[config.mk]
export PLATFORM = sky130hd
export DESIGN_NAME = bbf_front_flat
export DESIGN_NICKNAME = d
export VERILOG_FILES = /design/src/rtl/core/bbf_pkg.sv /design/src/rtl/core/bbf_item_if.sv /design/src/rtl/core/bbf_front.sv /design/src/flat_wrapper.sv
export SDC_FILE = /design/constraint.sdc
export NUM_CORES = 1
export LEC_CHECK = 0
export ABC_AREA = 0
export BUFFER_PORTS_ARGS = -buffer_cell sky130_fd_sc_hd__buf_4
export CORE_MARGIN = 2
export CORE_UTILIZATION = 40
export DETAILED_ROUTE_END_ITERATION = 8
export GPL_ROUTABILITY_DRIVEN = 1
export PLACE_DENSITY = 0.72
export RECOVER_POWER = 100
export SYNTH_ARGS = -nofsm -noshare
export SYNTH_HDL_FRONTEND = slang
export SYNTH_SLANG_ARGS = --single-unit
export TNS_END_PERCENT = 30
[constraint.sdc]
create_clock -name clk -period 5.09 [get_ports clk]
set_clock_uncertainty 0.2 [all_clocks]
set_input_delay 0.2545 -clock clk [delete_from_list [all_inputs] [get_ports clk]]
set_output_delay 0.2545 -clock clk [all_outputs]
set_load 0.02 [all_outputs]
[src/rtl/core/bbf_pkg.sv]
// Shared types and constants for the bounded byte FIFO.
// Used by the interfaces, the front and back modules and the top level.
package bbf_pkg;

  localparam int OP_W   = 3;
  localparam int BYTE_W = 8;
  localparam int CNT_W  = 13;
  localparam int TOT_W  = 32;

  localparam logic [CNT_W-1:0] CAP_RESET = 13'd4096;

  localparam logic [OP_W-1:0] OP_WRITE = 3'd0;
  localparam logic [OP_W-1:0] OP_END   = 3'd1;
  localparam logic [OP_W-1:0] OP_PEEK  = 3'd2;
  localparam logic [OP_W-1:0] OP_POP   = 3'd3;
  localparam logic [OP_W-1:0] OP_READ  = 3'd4;

  typedef enum logic [2:0] {
    CMD_WRITE,
    CMD_END,
    CMD_PEEK,
    CMD_POP,
    CMD_READ,
    CMD_STATUS
  } cmd_kind_t;

  typedef struct packed {
    cmd_kind_t              kind;
    logic [BYTE_W-1:0]      data;
    logic [CNT_W-1:0]       length;
  } cmd_t;

  typedef enum logic {
    BK_IDLE,
    BK_RUN
  } back_state_t;

endpackage

[src/rtl/core/bbf_item_if.sv]
// Input channel of the bounded byte FIFO: one operation per transaction.
// Depends on bbf_pkg for field widths.
interface bbf_item_if;
  logic                        valid;
  logic                        ready;
  logic [bbf_pkg::OP_W-1:0]    op;
  logic [bbf_pkg::BYTE_W-1:0]  data_byte;
  logic [bbf_pkg::CNT_W-1:0]   length;

  modport source (output valid, output op, output data_byte, output length, input ready);
  modport sink   (input valid, input op, input data_byte, input length, output ready);
endinterface

[src/rtl/core/bbf_front.sv]
// Front end: accepts operations, classifies them into commands and holds
// them in a two-entry queue for the back end. Depends on bbf_pkg, bbf_item_if.
module bbf_front #(
  parameter int MAX_RUN = 64
) (
  input  logic                clk,
  input  logic                rst,
  bbf_item_if.sink            item,
  output logic                q_valid,
  output bbf_pkg::cmd_t       q_cmd,
  input  logic                q_pop
);

  bbf_pkg::cmd_t  slots [2];
  logic           wr_ptr;
  logic           rd_ptr;
  logic [1:0]     count;
  logic           push;
  bbf_pkg::cmd_t  cmd_in;

  assign item.ready = (count != 2'd2);
  assign push       = item.valid && item.ready;
  assign q_valid    = (count != 2'd0);
  assign q_cmd      = slots[rd_ptr];

  always_comb begin
    cmd_in.data   = item.data_byte;
    cmd_in.length = item.length;
    case (item.op)
      bbf_pkg::OP_WRITE: cmd_in.kind = bbf_pkg::CMD_WRITE;
      bbf_pkg::OP_END:   cmd_in.kind = bbf_pkg::CMD_END;
      bbf_pkg::OP_PEEK:  cmd_in.kind = bbf_pkg::CMD_PEEK;
      bbf_pkg::OP_POP:   cmd_in.kind = bbf_pkg::CMD_POP;
      bbf_pkg::OP_READ:  cmd_in.kind = bbf_pkg::CMD_READ;
      default:           cmd_in.kind = bbf_pkg::CMD_STATUS;
    endcase
    // saturate run lengths here so the back end sees at most MAX_RUN
    if ((cmd_in.kind == bbf_pkg::CMD_PEEK || cmd_in.kind == bbf_pkg::CMD_READ) &&
        (32'(item.length) > 32'(MAX_RUN))) begin
      cmd_in.length = bbf_pkg::CNT_W'(MAX_RUN);
    end
  end

  always_ff @(posedge clk) begin
    if (push) begin
      slots[wr_ptr] <= cmd_in;
    end
  end

  always_ff @(posedge clk) begin
    if (rst) begin
      wr_ptr <= 1'b0;
      rd_ptr <= 1'b0;
      count  <= 2'd0;
    end else begin
      if (push) begin
        wr_ptr <= ~wr_ptr;
      end
      if (q_pop) begin
        rd_ptr <= ~rd_ptr;
      end
      case ({push, q_pop})
        2'b10:   count <= count + 2'd1;
        2'b01:   count <= count - 2'd1;
        default: count <= count;
      endcase
    end
  end

endmodule

[src/flat_wrapper.sv]
// flat-port wrapper written by rule: the top's interface ports become plain ports
module bbf_front_flat 
#(
  parameter int MAX_RUN = 64
)
  (clk, rst, q_valid, q_cmd, q_pop, item_valid, item_op, item_data_byte, item_length, item_ready);
  bbf_item_if item_i ();
  input  logic clk;
  input  logic rst;
  output logic q_valid;
  output bbf_pkg::cmd_t q_cmd;
  input  logic q_pop;
  input wire logic [$bits(item_i.valid)-1:0] item_valid;
  input wire logic [$bits(item_i.op)-1:0] item_op;
  input wire logic [$bits(item_i.data_byte)-1:0] item_data_byte;
  input wire logic [$bits(item_i.length)-1:0] item_length;
  output wire logic [$bits(item_i.ready)-1:0] item_ready;
  assign item_i.valid = item_valid;
  assign item_i.op = item_op;
  assign item_i.data_byte = item_data_byte;
  assign item_i.length = item_length;
  assign item_ready = item_i.ready;
  bbf_front #(.MAX_RUN(MAX_RUN)) u_core (.clk(clk), .rst(rst), .item(item_i), .q_valid(q_valid), .q_cmd(q_cmd), .q_pop(q_pop));
endmodule
## Yosys cells after proc, flatten, opt, wreduce, memory -nomap -nowiden

Memory sizes are Yosys's and may differ from the RTL's. A register that Yosys moved wholly into a read port is not among the register bits.
Index checks and enable logic that the tools add are counted.

- Add/subtract/negate cells: 2
- Magnitude comparators: 1
- Equality and inequality tests: 9
- Mux-type cells: 7
- Bitwise operators: 2
- Reductions and logical operators: 6

Operators with widths:

| operator | count |
|---|---|
| $pmux 3 s5 | 1 |
| $gt 13x7->1 const B | 1 |
| $mux 13 | 1 |
| $eq 3x2->1 const B | 3 |
| $eq 3x3->1 const B | 2 |
| $mux 1 | 4 |
| $pmux 2 s2 | 1 |
| $reduce_bool 2->1 | 2 |
| $eq 3x1->1 const B | 1 |
| $logic_not 3->1 | 1 |
| $add 2x1->2 const B | 1 |
| $eq 2x1->1 const B | 1 |
| $eq 2x2->1 const B | 1 |
| $logic_and 1x1->1 | 2 |
| $ne 2x2->1 const B | 1 |
| $not 1->1 | 2 |
| $sub 2x1->2 const B | 1 |
| $logic_or 1x1->1 | 1 |

- Flip-flop bits (word level): 4
- RAM bits: 48
- Bits of input ports: 28
- Output and inout port bits: 26
- Word-level logic and storage cells: 31
- Memories: 1

Memories:

| name | words | bits a word | read ports | clocked after Yosys merged registers in | wr ports | RTL line | source |
|---|---|---|---|---|---|---|---|
| u_core.slots | 2 | 24 | 1 | 1 | 1 | bbf_front.sv:14 | `bbf_pkg::cmd_t slots [2];` |

## Depth between registers and ports, before layout

- Word-level depth: 6
- Depth in mapped cells: 6
- Depth with buffers taken out: 6

## Worst setup path after synthesis

OpenSTA, ideal clock, no wires.

- Path type: register -> register
- From: register u_core.count[0]
- To: memory u_core.slots[1][0] (netlist bit) (enable)
- Setup time: 0.383 ns
- Data arrival time: 1.374 ns
- Data required time: 4.507 ns
- Path slack: 3.133 ns
- Cell stages (with the launch flop): 3
- Path buffers: 0
- Clock period less this slack: 1.957 ns
- Cell sequence: dfxtp_1 > nand2b_1 > and3_1

- Cells in the longest elaborated chain, start to end: 4

RTL lines:

| item | RTL line | source |
|---|---|---|
| start, declared | bbf_front.sv:17 | `logic [1:0] count;` |
| start signal, assigned | bbf_front.sv:63 | `2'b10: count <= count + 2'd1;` |
| start signal, assigned | bbf_front.sv:64 | `2'b01: count <= count - 2'd1;` |
| start signal, assigned | bbf_front.sv:65 | `default: count <= count;` |
| $ne 2x2->1 | bbf_front.sv:21 | `assign item.ready = (count != 2'd2);` |
| named net item_ready | flat_wrapper.sv:17 | `output wire logic [$bits(item_i.ready)-1:0] item_ready;` |
| $logic_and 1x1->1 | bbf_front.sv:22 | `assign push = item.valid && item.ready;` |
| $mux 1 | bbf_front.sv:45 | `if (push) begin` |
| $mux 1 (not written as such) | bbf_front.sv:46 | `slots[wr_ptr] <= cmd_in;` |
| end, declared | bbf_front.sv:14 |  |

The timed path passes the listed nets, and every way through them passes these cells.

==> metrics.md <==
| Metric | Value |
|---|---|
| TNS Setup | `0 ps` |
| Relative slew slack | `0.244` |
| Sequential Power Share | `0.545` |
| Mapped Area | `2170 sq um` |
| Fin. Hold Viols | `0` |
| VDD IR max | `0.181 mV` |
| Max-Cap Viols | `0` |
| DR vias/cell | `4.80` |
| Total CTS buffers | `5` |
| Wl on met1 | `1640 um` |
| Status | `finished, final reports clean` |
| Startpoint types | `input pin` |
| CTS tree | `yes` |
| Worst path cell trace | `dlygate4sd3_1, clkbuf_1, xnor2_1, a211oi_1, nor3b_1` |
| Max Root-Sink Buffers | `2` |
| Seq/Total Area, Yosys | `0.710` |
| Port bufs | `53` |
| Leakage | `0.938 nW` |
| Max H-tree Level | `2` |
| Drt pass-1 iters | `4` |
| Total global routing overflow | `0` |
| Starting Density | `0.420` |
| # diodes | `0` |
| Final wirelength | `3840 um` |
| FP Rows | `26` |
| Clock Root Buffer | `clkbuf_8` |
| Core ar. | `5170 sq um` |
| Wire per inst | `14.7 um` |
| DR DRC count | `0` |
| R2r worst-path depth | `2` |
| Cells after Synth | `124` |
| CP peak stage delay | `890 ps` |
| Sw Pwr | `0.255 mW` |
| Clock-pin slew on the worst setup and hold paths | `90 ps` |
| Critical Path End Type | `register` |
| Layout filler cell count | `441` |
| Clk sink count | `53` |
| Power per Cell Area | `369 nW/um^2` |
| # setup viols final | `0` |
| GRT Util Overall | `0.136` |
| Post-CTS Resized | `0` |
| Die height | `77.7 um` |
| Wire length on met2 | `1950 um` |
| Iter 0 DRT Violations | `56` |
| Unique masters post-synth | `30` |
| Die X | `77.7 um` |
| Cts hold-fix bufs | `10` |
| Area grow syn2layout | `24.9%` |
| Ratio of final minimum period to clock period | `0.482` |
| Synthesis-stage register bit count | `53` |
| Setup bufs post-CTS | `0` |
| Mean Syn Cell Area | `17.5 sq um` |
| Synth area leader | `edfxtp_1` |
| Slowest stage cell on the critical path | `a211oi_1` |
| Vias in the first global route | `1,363` |
| Min Tclk post-route | `2450 ps` |
| Synth area leaders | `edfxtp_1 (66%), mux2_2 (12%), dfxtp_1 (4.6%), nor3b_1 (2.8%), a2111oi_4 (1.3%)` |
| FFs w/ async S/R, synth | `0` |
| Internal Pwr Total | `0.746 mW` |
| I/O pin count | `54` |
| YS warnings | `0` |
| Top sig layer | `met4` |
| Layout cell share with drive strength beyond 1 | `0.319` |
| Worst-path maximum fanout | `9` |
| Synth top cells by count | `edfxtp_1 (48), mux2_2 (24), nor3b_1 (8), nor2_1 (6), dfxtp_1 (5)` |
| Placer Congestion | `0.745` |
| Metal3 WL | `171 um` |
| ANT nets after route | `0` |
| Final Max Slew Viols | `0` |
| Initial antenna violation count | `0` |
| Hold Path Cell Cnt | `3` |
| Post-synth EDFFs | `48` |
| Critical path arrival | `2250 ps` |
| Buf+Inv Stages, Crit Path | `2` |
| Tightest Pin Transition | `1130 ps` |
| Via count | `1,253` |
| Synth Net Count | `153` |
| Net Sw Frac | `0.255` |
| First-pass GRT wire length | `6280 um` |
| Hold_ws | `23.5 ps` |
| RSZ-0062 raised after global routing | `no` |
| Die area | `6030 sq um` |
| CP Class | `input pin to register` |
| Logic pwr share | `0.183` |
| NumNets Final | `219` |
| Ys flop type | `edfxtp_1` |
| Clk_lat worst skew | `290 ps` |
| CP Depth | `5` |
| Largest net degree at the start of global routing | `25` |
| Top Family by Delay on Critical Path | `compound AO/OA/AOI/OAI gates` |
| Maximum achievable frequency | `408 MHz` |
| Clock network fraction of total power | `0.272` |
| Synth top area share | `0.664` |
| Critical Path RT | `4890 ps` |
| HP Class | `input pin to register` |
| Count leader, synth | `edfxtp_1` |
| Dpl hpwl | `2640 um` |
==> area by class of cell <==
| type | count | area [sq um] | area share |
|---|---|---|---|
| sequential | 53 | 1540 | 0.569 |
| tap | 70 | 87.6 | 0.0323 |
| inverter | 2 | 7.51 | 0.00277 |
| timing repair buffer | 63 | 389 | 0.144 |
| multi-input combinational | 65 | 579 | 0.214 |
| clock buffer | 6 | 72.6 | 0.0268 |
| clock inverter | 2 | 33.8 | 0.0125 |
==> per-stage QoR <==
stage               worst slack [ps]  area, sq um   util  std cells  power, mW
floorplan                       3130         2170      -        124      0.675
global placement                2980         2630  0.509        243      0.759
detailed placement              2910         2630  0.509        243      0.767
CTS                             2610         2840  0.549        261       1.04
global route                    2400         2710  0.524        261       1.04
finish                          2640         2710  0.524        261       1.00
==> layout by cell type (no fill, tap or decap) <==
cell type      Yosys  layout
a2111oi_4          1       1
a211oi_1           0       1
a21bo_2            1       1
a21o_2             1       1
a21oi_1            2       2
a311oi_1           1       1
and2b_2            1       1
and3_1             1       1
buf_4              0      17
bufinv_16          0       1
clkbuf_1           1      30
clkbuf_4           0       7
clkbuf_8           0       5
clkinv_1           0       1
dfxtp_1            5       5
dlygate4sd3_1      0      10
edfxtp_1          48      48
ha_1               1       1
inv_1              2       2
mux2_2            24      24
nand2_1            1       1
nand2b_1           1       1
nand3b_1           1       1
nor2_1             6       6
nor2b_1            4       4
nor3b_1            8       8
nor4_2             2       2
o21ai_0            1       1
or2_0              0       1
or2_2              1       1
or3_1              1       1
xnor2_1            2       3
xor2_1             1       1
==> flip-flops by register name, indices dropped and copies added, names as in the netlist, named ones only <==
register / flops
u_core.count: 2
u_core.rd_ptr: 1
u_core.slots: 48
u_core.wr_ptr: 1
==> power groups by stage <==
stage,sequential [mW],combinational (mW),clock (mW)
floorplan,0.544,0.132,0
global placement,0.554,0.206,0
detailed placement,0.557,0.211,0
CTS,0.547,0.218,0.277
global route,0.552,0.199,0.293
finish,0.546,0.183,0.272
==> routing by layer <==
layer / track usage / vias to the layer above
met1: 0.164 / 605
met3: 0.0267 / 8
met4: 0.0661 / 0
met2: 0.234 / 35
met5: 0 / -
li1: - / 605
==> path summary, 6_finish.rpt <==
| path | start | endpoint | slack (ps) |
|---|---|---|---|
| worst min register to register | u_core.rd_ptr$_SDFFE_PP0P_ | register | 320 |
| worst max register to register | u_core.count[0]$_SDFFE_PP0P_ | u_core.slots[1][0]$_DFFE_PP_ | 2980 |
| worst min-delay path | q_pop | register | 20 |
| worst max-delay path | item_op[2] | u_core.slots[0][9]$_DFFE_PP_ | 2640 |
==> cells by family (layout without fill, tap and decap cells) <==
family	Yosys count	after routing	share of synthesized area
DFF	53	53	0.710
xor gates and xnor gates	4	4	0.0196
and+or+nand+nor	28	28	0.0847
AOI/OAI and AO/OA	8	8	0.0415
buffers and inverters	6	73	0.0138
adders and majority gates	1	1	0.00576
muxes	24	24	0.124
==> worst register-to-register path, cell delays in order, from the launching register on <==
cell and delay, ps:
dfxtp_1 390, nand2b_1 200, and3_1 940
Power figures use the tool's default switching activity.
